--- src/rtl/amps_pkg.sv ---
package amps_pkg;

   // field widths
   localparam int TRACK_W  = 16;
   localparam int VOLUME_W = 6;
   localparam int REQ_VOL_W = 8;
   localparam int LEVEL_W  = 8;
   localparam int MS_W     = 32;

   // clamp limits for incoming requests
   localparam logic [TRACK_W-1:0]   MAX_TRACK  = 16'd255;
   localparam logic [REQ_VOL_W-1:0] MAX_VOLUME = 8'd30;

   typedef enum logic [1:0] {
      KIND_RUN     = 2'd0,
      KIND_REQUEST = 2'd1,
      KIND_EDGE    = 2'd2,
      KIND_NONE    = 2'd3
   } amps_kind_type;

   typedef enum logic [3:0] {
      ST_IDLE        = 4'd0,
      ST_TURN_ON     = 4'd1,
      ST_WAIT_BOOT   = 4'd2,
      ST_SET_VOLUME  = 4'd3,
      ST_WAIT_GAP    = 4'd4,
      ST_PLAY        = 4'd5,
      ST_WAIT_START  = 4'd6,
      ST_RESTART     = 4'd7,
      ST_WAIT_END    = 4'd8,
      ST_CHECK_QUEUE = 4'd9,
      ST_TRACK_GAP   = 4'd10,
      ST_TURN_OFF    = 4'd11
   } amps_state_type;

   typedef enum logic [3:0] {
      ACT_NONE        = 4'd0,
      ACT_POWER_UP    = 4'd1,
      ACT_SET_VOLUME  = 4'd2,
      ACT_PLAY        = 4'd3,
      ACT_RESTART_OFF = 4'd4,
      ACT_FAILED      = 4'd5,
      ACT_STOP        = 4'd6,
      ACT_POWER_DOWN  = 4'd7,
      ACT_QUEUED      = 4'd8,
      ACT_DROPPED     = 4'd9
   } amps_action_type;

   typedef enum logic [7:0] {
      CSR_BOOT_WAIT     = 8'd0,
      CSR_COMMAND_GAP   = 8'd1,
      CSR_START_WAIT    = 8'd2,
      CSR_START_RETRY   = 8'd3,
      CSR_RESTART_LIMIT = 8'd4,
      CSR_RESTART_OFF   = 8'd5,
      CSR_PLAY_TIMEOUT  = 8'd6,
      CSR_TRACK_GAP     = 8'd7
   } amps_csr_type;

   // one queued play request, already clamped
   typedef struct packed {
      logic [LEVEL_W-1:0]  blue;
      logic [LEVEL_W-1:0]  green;
      logic [LEVEL_W-1:0]  red;
      logic [VOLUME_W-1:0] volume;
      logic [TRACK_W-1:0]  track;
   } amps_entry_type;

   // classified item handed from front to back
   typedef struct packed {
      amps_kind_type  kind;
      logic [MS_W-1:0] now_ms;
      logic           busy_low;
      amps_entry_type entry;
   } amps_item_type;

   typedef struct packed {
      logic [15:0] boot_wait_ms;
      logic [15:0] command_gap_ms;
      logic [15:0] start_wait_ms;
      logic [7:0]  start_retry_limit;
      logic [7:0]  restart_limit;
      logic [15:0] restart_off_ms;
      logic [31:0] play_timeout_ms;
      logic [15:0] track_gap_ms;
   } amps_cfg_type;

   typedef struct packed {
      amps_action_type     action;
      logic [TRACK_W-1:0]  track;
      logic [VOLUME_W-1:0] volume;
      logic                color_set;
      logic [LEVEL_W-1:0]  red;
      logic [LEVEL_W-1:0]  green;
      logic [LEVEL_W-1:0]  blue;
      logic                module_power;
      amps_state_type      state;
   } amps_result_type;

endpackage

--- src/rtl/amps_front.sv ---
module amps_front import amps_pkg::*; (
   input  logic          clock,
   input  logic          reset,
   input  logic          req_valid,
   output logic          req_ready,
   input  logic [1:0]    req_cmd,
   input  logic [87:0]   req_data,
   output logic          q_valid,
   output amps_item_type q_item,
   input  logic          q_pop
);

   amps_item_type item_c;
   amps_item_type slot_ff [2];
   logic          wr_ptr_ff, wr_ptr_in;
   logic          rd_ptr_ff, rd_ptr_in;
   logic [1:0]    fill_ff, fill_in;
   logic          push;
   logic          pop;
   logic [TRACK_W-1:0]   trk;
   logic [REQ_VOL_W-1:0] vol;

   // classify and clamp
   always_comb begin
      trk = req_data[48:33];
      vol = req_data[56:49];
      case (amps_kind_type'(req_cmd))
         KIND_RUN:     item_c.kind = KIND_RUN;
         KIND_REQUEST: item_c.kind = KIND_REQUEST;
         KIND_EDGE:    item_c.kind = KIND_EDGE;
         default:      item_c.kind = KIND_NONE;
      endcase
      item_c.now_ms       = req_data[31:0];
      item_c.busy_low     = req_data[32];
      item_c.entry.track  = (trk > MAX_TRACK) ? MAX_TRACK : trk;
      item_c.entry.volume = (vol > MAX_VOLUME) ? MAX_VOLUME[VOLUME_W-1:0]
                                               : vol[VOLUME_W-1:0];
      item_c.entry.red    = req_data[64:57];
      item_c.entry.green  = req_data[72:65];
      item_c.entry.blue   = req_data[80:73];
   end

   // two-slot queue toward the back end
   assign req_ready = (fill_ff != 2'd2);
   assign q_valid   = (fill_ff != 2'd0);
   assign q_item    = slot_ff[rd_ptr_ff];
   assign push      = req_valid && req_ready;
   assign pop       = q_pop && q_valid;

   always_comb begin
      wr_ptr_in = push ? ~wr_ptr_ff : wr_ptr_ff;
      rd_ptr_in = pop ? ~rd_ptr_ff : rd_ptr_ff;
      case ({push, pop})
         2'b10:   fill_in = fill_ff + 2'd1;
         2'b01:   fill_in = fill_ff - 2'd1;
         default: fill_in = fill_ff;
      endcase
   end

   always_ff @(posedge clock) begin
      if (reset) begin
         wr_ptr_ff <= 1'b0;
         rd_ptr_ff <= 1'b0;
         fill_ff   <= 2'd0;
      end else begin
         wr_ptr_ff <= wr_ptr_in;
         rd_ptr_ff <= rd_ptr_in;
         fill_ff   <= fill_in;
      end
   end

   always_ff @(posedge clock) begin
      if (push) begin
         slot_ff[wr_ptr_ff] <= item_c;
      end
   end

endmodule

--- src/rtl/amps_back.sv ---
module amps_back import amps_pkg::*; #(
   parameter int QUEUE_DEPTH = 8
) (
   input  logic            clock,
   input  logic            reset,
   input  amps_cfg_type    cfg,
   input  logic            q_valid,
   input  amps_item_type   q_item,
   output logic            q_pop,
   output logic            rsp_valid,
   input  logic            rsp_ready,
   output amps_result_type rsp_result
);

   localparam int IDX_W = (QUEUE_DEPTH > 1) ? $clog2(QUEUE_DEPTH) : 1;
   localparam int CNT_W = $clog2(QUEUE_DEPTH + 1);
   localparam int SUM_W = IDX_W + 1;

   amps_state_type  state_ff, state_in;
   logic [MS_W-1:0] start_ff, start_in;
   logic [7:0]      retry_ff, retry_in;
   logic [7:0]      restart_ff, restart_in;
   logic            done_ff, done_in;
   logic            armed_ff, armed_in;
   logic            power_ff, power_in;
   logic [CNT_W-1:0] count_ff, count_in;
   logic [IDX_W-1:0] head_ff, head_in;
   amps_entry_type  cur_ff;
   amps_entry_type  mem [QUEUE_DEPTH];

   logic            rsp_valid_ff, rsp_valid_in;
   amps_result_type result_ff;
   amps_result_type result_c;

   logic            take;
   logic            run;
   logic            wr_en;
   logic            pop_en;
   logic            fifo_full;
   logic            fifo_empty;
   logic [SUM_W-1:0] wr_sum;
   logic [IDX_W-1:0] wr_addr;
   logic [IDX_W-1:0] head_next;
   logic [MS_W-1:0] period;
   logic            elapsed;

   assign take  = q_valid && (!rsp_valid_ff || rsp_ready);
   assign q_pop = take;
   assign run   = take && (q_item.kind == KIND_RUN);

   assign fifo_full  = (count_ff == CNT_W'(QUEUE_DEPTH));
   assign fifo_empty = (count_ff == '0);
   assign wr_sum     = SUM_W'(head_ff) + SUM_W'(count_ff);
   assign wr_addr    = (wr_sum >= SUM_W'(QUEUE_DEPTH)) ?
                       IDX_W'(wr_sum - SUM_W'(QUEUE_DEPTH)) : IDX_W'(wr_sum);
   assign head_next  = (head_ff == IDX_W'(QUEUE_DEPTH - 1)) ? '0 : head_ff + 1'b1;

   // one timer compare, period picked by the waiting state
   always_comb begin
      case (state_ff)
         ST_WAIT_BOOT:  period = {16'd0, cfg.boot_wait_ms};
         ST_WAIT_GAP:   period = {16'd0, cfg.command_gap_ms};
         ST_WAIT_START: period = {16'd0, cfg.start_wait_ms};
         ST_RESTART:    period = {16'd0, cfg.restart_off_ms};
         ST_WAIT_END:   period = cfg.play_timeout_ms;
         ST_TRACK_GAP:  period = {16'd0, cfg.track_gap_ms};
         default:       period = '0;
      endcase
   end
   assign elapsed = ((q_item.now_ms - start_ff) >= period);

   // next state
   always_comb begin
      state_in = state_ff;
      if (run) begin
         case (state_ff)
            ST_IDLE:       if (!fifo_empty) state_in = ST_TURN_ON;
            ST_TURN_ON:    state_in = ST_WAIT_BOOT;
            ST_WAIT_BOOT:  if (elapsed) state_in = ST_SET_VOLUME;
            ST_SET_VOLUME: state_in = ST_WAIT_GAP;
            ST_WAIT_GAP:   if (elapsed) state_in = ST_PLAY;
            ST_PLAY:       state_in = ST_WAIT_START;
            ST_WAIT_START: begin
               if (done_ff) begin
                  state_in = ST_CHECK_QUEUE;
               end else if (q_item.busy_low) begin
                  state_in = ST_WAIT_END;
               end else if (!elapsed) begin
                  state_in = ST_WAIT_START;
               end else if (retry_ff < cfg.start_retry_limit) begin
                  state_in = ST_PLAY;
               end else if (restart_ff < cfg.restart_limit) begin
                  state_in = ST_RESTART;
               end else begin
                  state_in = ST_CHECK_QUEUE;
               end
            end
            ST_RESTART:    if (elapsed) state_in = ST_TURN_ON;
            ST_WAIT_END:   if (done_ff || elapsed) state_in = ST_CHECK_QUEUE;
            ST_CHECK_QUEUE: state_in = fifo_empty ? ST_TURN_OFF : ST_TRACK_GAP;
            ST_TRACK_GAP: begin
               if (elapsed) state_in = fifo_empty ? ST_TURN_OFF : ST_SET_VOLUME;
            end
            ST_TURN_OFF:   state_in = ST_IDLE;
            default:       state_in = ST_IDLE;
         endcase
      end
   end

   // datapath and result
   always_comb begin
      start_in   = start_ff;
      retry_in   = retry_ff;
      restart_in = restart_ff;
      done_in    = done_ff;
      armed_in   = armed_ff;
      power_in   = power_ff;
      wr_en      = 1'b0;
      pop_en     = 1'b0;
      result_c   = '0;
      result_c.action = ACT_NONE;
      if (take) begin
         case (q_item.kind)
            KIND_REQUEST: begin
               result_c.track  = q_item.entry.track;
               result_c.volume = q_item.entry.volume;
               result_c.red    = q_item.entry.red;
               result_c.green  = q_item.entry.green;
               result_c.blue   = q_item.entry.blue;
               if (!fifo_full) begin
                  wr_en           = 1'b1;
                  result_c.action = ACT_QUEUED;
               end else begin
                  result_c.action = ACT_DROPPED;
               end
            end
            KIND_EDGE: begin
               if (armed_ff) done_in = 1'b1;
            end
            KIND_RUN: begin
               case (state_ff)
                  ST_IDLE: begin
                     if (!fifo_empty) pop_en = 1'b1;
                  end
                  ST_TURN_ON: begin
                     power_in        = 1'b1;
                     start_in        = q_item.now_ms;
                     result_c.action = ACT_POWER_UP;
                  end
                  ST_SET_VOLUME: begin
                     result_c.action    = ACT_SET_VOLUME;
                     result_c.volume    = cur_ff.volume;
                     result_c.red       = cur_ff.red;
                     result_c.green     = cur_ff.green;
                     result_c.blue      = cur_ff.blue;
                     result_c.color_set = |{cur_ff.red, cur_ff.green, cur_ff.blue};
                     start_in           = q_item.now_ms;
                  end
                  ST_PLAY: begin
                     armed_in        = 1'b1;
                     done_in         = 1'b0;
                     result_c.action = ACT_PLAY;
                     result_c.track  = cur_ff.track;
                     start_in        = q_item.now_ms;
                  end
                  ST_WAIT_START: begin
                     if (done_ff) begin
                        done_in = 1'b0;
                     end else if (q_item.busy_low) begin
                        start_in = q_item.now_ms;
                     end else if (!elapsed) begin
                        start_in = start_ff;
                     end else if (retry_ff < cfg.start_retry_limit) begin
                        retry_in = retry_ff + 8'd1;
                     end else if (restart_ff < cfg.restart_limit) begin
                        restart_in      = restart_ff + 8'd1;
                        retry_in        = 8'd0;
                        power_in        = 1'b0;
                        armed_in        = 1'b0;
                        start_in        = q_item.now_ms;
                        result_c.action = ACT_RESTART_OFF;
                     end else begin
                        result_c.action = ACT_FAILED;
                        result_c.track  = cur_ff.track;
                     end
                  end
                  ST_WAIT_END: begin
                     if (done_ff) done_in = 1'b0;
                     if (elapsed) result_c.action = ACT_STOP;
                  end
                  ST_CHECK_QUEUE: begin
                     if (!fifo_empty) start_in = q_item.now_ms;
                  end
                  ST_TRACK_GAP: begin
                     if (elapsed) begin
                        done_in = 1'b0;
                        if (!fifo_empty) pop_en = 1'b1;
                     end
                  end
                  ST_TURN_OFF: begin
                     power_in        = 1'b0;
                     armed_in        = 1'b0;
                     done_in         = 1'b0;
                     result_c.action = ACT_POWER_DOWN;
                  end
                  default: begin
                     start_in = start_ff;
                  end
               endcase
               if (pop_en) begin
                  retry_in   = 8'd0;
                  restart_in = 8'd0;
               end
            end
            default: begin
               result_c.action = ACT_NONE;
            end
         endcase
      end
      result_c.module_power = power_in;
      result_c.state        = state_in;
   end

   always_comb begin
      count_in = count_ff;
      head_in  = head_ff;
      if (wr_en) count_in = count_ff + 1'b1;
      if (pop_en) begin
         count_in = count_ff - 1'b1;
         head_in  = head_next;
      end
   end

   always_comb begin
      if (take) begin
         rsp_valid_in = 1'b1;
      end else if (rsp_ready) begin
         rsp_valid_in = 1'b0;
      end else begin
         rsp_valid_in = rsp_valid_ff;
      end
   end

   always_ff @(posedge clock) begin
      if (reset) begin
         state_ff     <= ST_IDLE;
         start_ff     <= '0;
         retry_ff     <= '0;
         restart_ff   <= '0;
         done_ff      <= 1'b0;
         armed_ff     <= 1'b0;
         power_ff     <= 1'b0;
         count_ff     <= '0;
         head_ff      <= '0;
         rsp_valid_ff <= 1'b0;
      end else begin
         state_ff     <= state_in;
         start_ff     <= start_in;
         retry_ff     <= retry_in;
         restart_ff   <= restart_in;
         done_ff      <= done_in;
         armed_ff     <= armed_in;
         power_ff     <= power_in;
         count_ff     <= count_in;
         head_ff      <= head_in;
         rsp_valid_ff <= rsp_valid_in;
      end
   end

   // request memory: one write port, registered read into the current entry
   always_ff @(posedge clock) begin
      if (wr_en) begin
         mem[wr_addr] <= q_item.entry;
      end
      if (pop_en) begin
         cur_ff <= mem[head_ff];
      end
   end

   always_ff @(posedge clock) begin
      if (take) begin
         result_ff <= result_c;
      end
   end

   assign rsp_valid  = rsp_valid_ff;
   assign rsp_result = result_ff;

endmodule

--- src/rtl/audio_module_play_sequencer.sv ---
// path: an accepted req transaction waits in a front-end slot, then in the result register
// throughput: one transaction per cycle while rsp_tready is high; each item is one back-end
//   state update, with at most one write or one registered read of the request memory
// reset: synchronous, active high; clears the sequencer, queues and counters and loads the
//   register defaults; the request memory is not cleared
module audio_module_play_sequencer import amps_pkg::*; #(
   parameter int QUEUE_DEPTH = 8
) (
   input  logic        clock,
   input  logic        reset,
   // input transaction
   input  logic        req_tvalid,
   output logic        req_tready,
   input  logic [87:0] req_tdata,   // now_ms, busy_low, req_track, req_volume,
                                    // req_red, req_green, req_blue, zero fill
   input  logic [1:0]  req_tuser,   // cmd
   // result transaction
   output logic        rsp_tvalid,
   input  logic        rsp_tready,
   output logic [55:0] rsp_tdata,   // track_out, volume_out, color_set, red_out,
                                    // green_out, blue_out, module_power, state_code, zero fill
   output logic [3:0]  rsp_tuser,   // action
   // register writes
   input  logic        csr_valid,
   output logic        csr_ready,
   input  logic [7:0]  csr_index,
   input  logic [31:0] csr_data
);

   amps_cfg_type    cfg_ff, cfg_in;
   logic            q_valid;
   amps_item_type   q_item;
   logic            q_pop;
   amps_result_type result;

   // register writes are always taken
   assign csr_ready = 1'b1;

   always_comb begin
      cfg_in = cfg_ff;
      if (csr_valid) begin
         case (amps_csr_type'(csr_index))
            CSR_BOOT_WAIT:     cfg_in.boot_wait_ms      = csr_data[15:0];
            CSR_COMMAND_GAP:   cfg_in.command_gap_ms    = csr_data[15:0];
            CSR_START_WAIT:    cfg_in.start_wait_ms     = csr_data[15:0];
            CSR_START_RETRY:   cfg_in.start_retry_limit = csr_data[7:0];
            CSR_RESTART_LIMIT: cfg_in.restart_limit     = csr_data[7:0];
            CSR_RESTART_OFF:   cfg_in.restart_off_ms    = csr_data[15:0];
            CSR_PLAY_TIMEOUT:  cfg_in.play_timeout_ms   = csr_data;
            CSR_TRACK_GAP:     cfg_in.track_gap_ms      = csr_data[15:0];
            // writes past the register list are ignored
            default:           cfg_in = cfg_ff;
         endcase
      end
   end

   always_ff @(posedge clock) begin
      if (reset) begin
         cfg_ff.boot_wait_ms      <= 16'd1500;
         cfg_ff.command_gap_ms    <= 16'd100;
         cfg_ff.start_wait_ms     <= 16'd500;
         cfg_ff.start_retry_limit <= 8'd2;
         cfg_ff.restart_limit     <= 8'd1;
         cfg_ff.restart_off_ms    <= 16'd1000;
         cfg_ff.play_timeout_ms   <= 32'd60000;
         cfg_ff.track_gap_ms      <= 16'd200;
      end else begin
         cfg_ff <= cfg_in;
      end
   end

   // front end: decode cmd, clamp request fields, hold up to two items
   amps_front u_front (
      .clock     (clock),
      .reset     (reset),
      .req_valid (req_tvalid),
      .req_ready (req_tready),
      .req_cmd   (req_tuser),
      .req_data  (req_tdata),
      .q_valid   (q_valid),
      .q_item    (q_item),
      .q_pop     (q_pop)
   );

   // back end: request queue, play sequencer and result register
   amps_back #(
      .QUEUE_DEPTH (QUEUE_DEPTH)
   ) u_back (
      .clock      (clock),
      .reset      (reset),
      .cfg        (cfg_ff),
      .q_valid    (q_valid),
      .q_item     (q_item),
      .q_pop      (q_pop),
      .rsp_valid  (rsp_tvalid),
      .rsp_ready  (rsp_tready),
      .rsp_result (result)
   );

   // result packing, lowest field first
   assign rsp_tuser = result.action;
   assign rsp_tdata = {4'd0,
                       result.state,
                       result.module_power,
                       result.blue,
                       result.green,
                       result.red,
                       result.color_set,
                       result.volume,
                       result.track};

endmodule

--- config.mk ---
export PLATFORM = sky130hd
export DESIGN_NAME = audio_module_play_sequencer
export DESIGN_NICKNAME = d
export VERILOG_FILES = /design/src/rtl/amps_pkg.sv /design/src/rtl/amps_front.sv /design/src/rtl/amps_back.sv /design/src/rtl/audio_module_play_sequencer.sv
export SDC_FILE = /design/constraint.sdc
export NUM_CORES = 1
export LEC_CHECK = 0
export ABC_CLOCK_PERIOD_IN_PS = 10450
export BUFFER_PORTS_ARGS = -buffer_cell sky130_fd_sc_hd__buf_2
export CORE_UTILIZATION = 55
export DETAILED_ROUTE_END_ITERATION = 10
export PLACE_DENSITY = 0.71
export SYNTH_ARGS = -nofsm -noshare
export SYNTH_HDL_FRONTEND = slang
export SYNTH_SLANG_ARGS = --single-unit
--- constraint.sdc ---
create_clock -name clock -period 10.45 [get_ports clock]
set_input_delay 2.09 -clock clock [delete_from_list [all_inputs] [get_ports clock]]
set_output_delay 2.09 -clock clock [all_outputs]
set_load 0.01 [all_outputs]
==> metrics.txt <==
number of remaining DRC errors 0; clock insertion delay at the later pin of the skew report 650 ps; sum of routed wire length over all layers just under 80 mm; core area 61,710 um2; cell count after synthesis between 2k and 2.5k; Antenna Violating Nets Remaining 0; internal reg-to-reg setup slack 2230 ps; transition time at the pin with the least slew margin 1174 ps; multiplexer fraction of the synthesized cell area approximately 11%; via total after detailed routing approximately 21k; placed inst area 36,250 um2; dpl hpwl 45.21 mm; fraction of layout cells with a size suffix above 1 between 20% and 30%; final routed wire length divided by cell count 22.08 um; fraction of synthesized cell area in xor and xnor cells less than 1%; gate family responsible for the most delay along the worst path compound AO/OA/AOI/OAI gates; flop and latch count out of synthesis 828; hold wc startpoint cfg_ff[13]; placer congestion estimate about 0.8; Critical Path Stages 25; final critical-path setup slack about 2200 ps; most common library cell in the layout ignoring fill and taps sky130_fd_sc_hd__edfxtp_1; logic depth of the worst register-to-register path 25; type of the worst setup path flip-flop to flip-flop; number of pins with negative max-slew slack in the final report 0; Synthesis Warnings 0; part of the cycle the worst path needs around four fifths; top library cells by usage in the layout, fill and taps aside sky130_fd_sc_hd__edfxtp_1 (632), sky130_fd_sc_hd__nand2_1 (323), sky130_fd_sc_hd__dfxtp_1 (192); final number of setup-violating endpoints 0; Post-Synthesis Cell Area 34,350 um2; DIE WIDTH around 250 um; DIE AREA 63,460 um2; number of global-route vias before repair about 21k; adder-cell share of the synthesized area 3.271%; Worst setup SP type flip-flop; Critical Path End Type flip-flop; Post-Route Setup TNS 0 ps; pin count of the biggest net entering global routing 97; number of hold-slack violations in the final timing report 0; number of buffers and inverters on the critical path 1; die span in y approximately 250 um; Resize count post-CTS 0; Critical Path Slowest Stage Cell sky130_fd_sc_hd__dfxtp_4; flip-flop cell with the highest count after synthesis sky130_fd_sc_hd__edfxtp_1; VDD IR max about 0.15 mV; Tightest Hold Check Type flip-flop to flip-flop; buffer depth of the longest clock path 3; total placed cells including tap cells 3,365; number of sinks driven by the clock tree 828; Final Non-Filler Cells 3,520; TritonCTS clock tree built; DR pass1 iterations 5; synthesized area per cell between 10 and 15 um2; buffers added on ports roughly 190; timing endpoint of the critical path u_back.count_ff[3]; vias per std cell roughly 5.9; maximum net fanout on the critical path 54; TritonCTS Buffers 85; global-route wire length before repair around 120 mm; Unique masters post-synth 67; highest clock rate about 0.12 GHz; CTS HTree Levels 3; Cell Pwr Density approximately 230 nW/um2; WP data required around 11,000 ps; worst-case clock skew ~25 ps; asr flop ratio synth 0%; worst slack at placement around 2400 ps; CTS Root Cell sky130_fd_sc_hd__clkbuf_16; setup repair after global routing missed its margin false; Maximum Capacitance Violations 0; leakage power total between 10 and 15 nW; post-synthesis simple-gate area fraction slightly above 8%; result of the run complete, no violations; Crit path largest cell delay slightly below 900 ps; initial cell density of the core a little under three fifths; endpoint arrival time on the critical path about 8700 ps; dominant combinational cell family by area after synthesis multiplexers; synthesis-to-finish area growth 13.58%; post-layout min period a little over 8000 ps; worst relative slew slack 21.76%; Clk pin slew, worst setup/hold paths 60 ps; endpoint of the most critical register-to-register path u_back.count_ff[3]; number of synthesized flops with an enable pin around 630; post-synthesis compound-gate area fraction between 7 and 8%; area of all placed cells without fillers 39,010 um2; most frequent CP cell sky130_fd_sc_hd__ha_1; postcts setup bufs 0; initial antenna violation count 2; number of hold buffers added after cts 0; total global-route track usage between 20% and 30%; global route overflow 0; initial DRC count between 1.5k and 2k; final layout net count between 2k and 3k; register area share after synthesis approximately two thirds; io pins slightly below 200; number of core rows between 90 and 100
worst min path at each step:
| stage | depth (start not counted) | end |
|---|---|---|
| final | 2 | cfg_ff[13] |
| after floorplan | 2 | cfg_ff[121] |
| after detailed placement | 2 | cfg_ff[14] |
| after global placement | 2 | cfg_ff[17] |
| after global routing | 2 | cfg_ff[79] |
| after CTS | 2 | cfg_ff[14] |
routing by layer:
metal / vias to the layer above / track usage [%] / wire length, um
met3: 134 / 3.683 / 4846
met4: 2 / 8.208 / 1966
met2: 781 / 43.54 / 39910
met5: - / 0 / 13
met1: 10410 / 31.57 / 30980
li1: 9503 / - / -
stage by stage:
step / util, % / hold WS, ps / power (mW)
CTS: 63.22 / 451.1 / 9.064
global placement: 58.74 / 437.3 / 6.013
floorplan: - / 431.5 / 5.439
global route: 63.22 / 468.1 / 9.387
finish: 63.22 / 450.7 / 8.999
detailed placement: 58.74 / 444.8 / 6.089
synth_stat cells (17+ instances only):
| library cell | number | area share, % |
|---|---|---|
| sky130_fd_sc_hd__nand4_1 | 17 | 0.31 |
| sky130_fd_sc_hd__xnor2_1 | 27 | 0.69 |
| sky130_fd_sc_hd__nor2_1 | 108 | 1.2 |
| sky130_fd_sc_hd__dfxtp_1 | 196 | 11 |
| sky130_fd_sc_hd__o21ai_0 | 37 | 0.54 |
| sky130_fd_sc_hd__clkbuf_1 | 97 | 1.1 |
| sky130_fd_sc_hd__mux4_2 | 92 | 6.0 |
| sky130_fd_sc_hd__a22o_1 | 35 | 0.89 |
| sky130_fd_sc_hd__nand2b_1 | 23 | 0.42 |
| sky130_fd_sc_hd__nand2_1 | 323 | 3.5 |
| sky130_fd_sc_hd__ha_1 | 85 | 3.1 |
| sky130_fd_sc_hd__inv_1 | 62 | 0.68 |
| sky130_fd_sc_hd__mux2i_1 | 42 | 1.2 |
| sky130_fd_sc_hd__a21o_1 | 29 | 0.63 |
| sky130_fd_sc_hd__a21oi_1 | 159 | 2.3 |
| sky130_fd_sc_hd__mux2_2 | 126 | 4.1 |
| sky130_fd_sc_hd__a22oi_1 | 44 | 0.96 |
| sky130_fd_sc_hd__edfxtp_1 | 632 | 55 |
| sky130_fd_sc_hd__nand3_1 | 52 | 0.76 |
cells by family after synthesis:
| kind of cell | count (synthesis) |
|---|---|
| adder cells (fa/ha/maj) | 88 |
| AND/OR/NAND/NOR | 624 |
| buffers and inverters | 189 |
| AO/OA/AOI/OAI | 389 |
| other | 2 |
| XOR/XNOR | 38 |
| multiplexers | 260 |
| flip-flops | 828 |
registers in the layout, indices dropped and copies added, names as in the netlist, 3 cells and up, named ones only:
register and cells:
u_back.cur_ff 46, u_back.start_ff 32, u_back.count_ff 4, u_back.state_ff 4
u_back.mem 368, u_back.rsp_result 56, u_front.slot_ff 162, u_back.restart_ff 8
u_back.head_ff 3, u_back.retry_ff 8, cfg_ff 128
worst register-to-register path: cells and delay by family (launching register included):
family | cells | cell delay, ps
AO/OA/AOI/OAI | 12 | 3130
AND/OR/NAND/NOR | 6 | 1570
adder cells (fa/ha/maj) | 3 | 1000
flip-flops | 1 | 880
multiplexers | 2 | 780
buffers and inverters | 1 | 560
XOR/XNOR | 1 | 180
layout make-up:
class	instances	area (um2)
Antenna cell	1	2.502
Fill cell	4562	22700
Sequential cell	828	22910
Clock inverter	44	490.5
Timing Repair Buffer	216	1161
Inverter	62	232.7
Multi-Input combinational cell	1422	10890
Clock buffer	110	2272
Tap cell	837	1047
power breakdown:
part,internal (mW),switching (mW)
clock,1.70,1.27
combinational,0.715,1.19
sequential,3.99,0.131
Power figures use the tool's default switching activity.
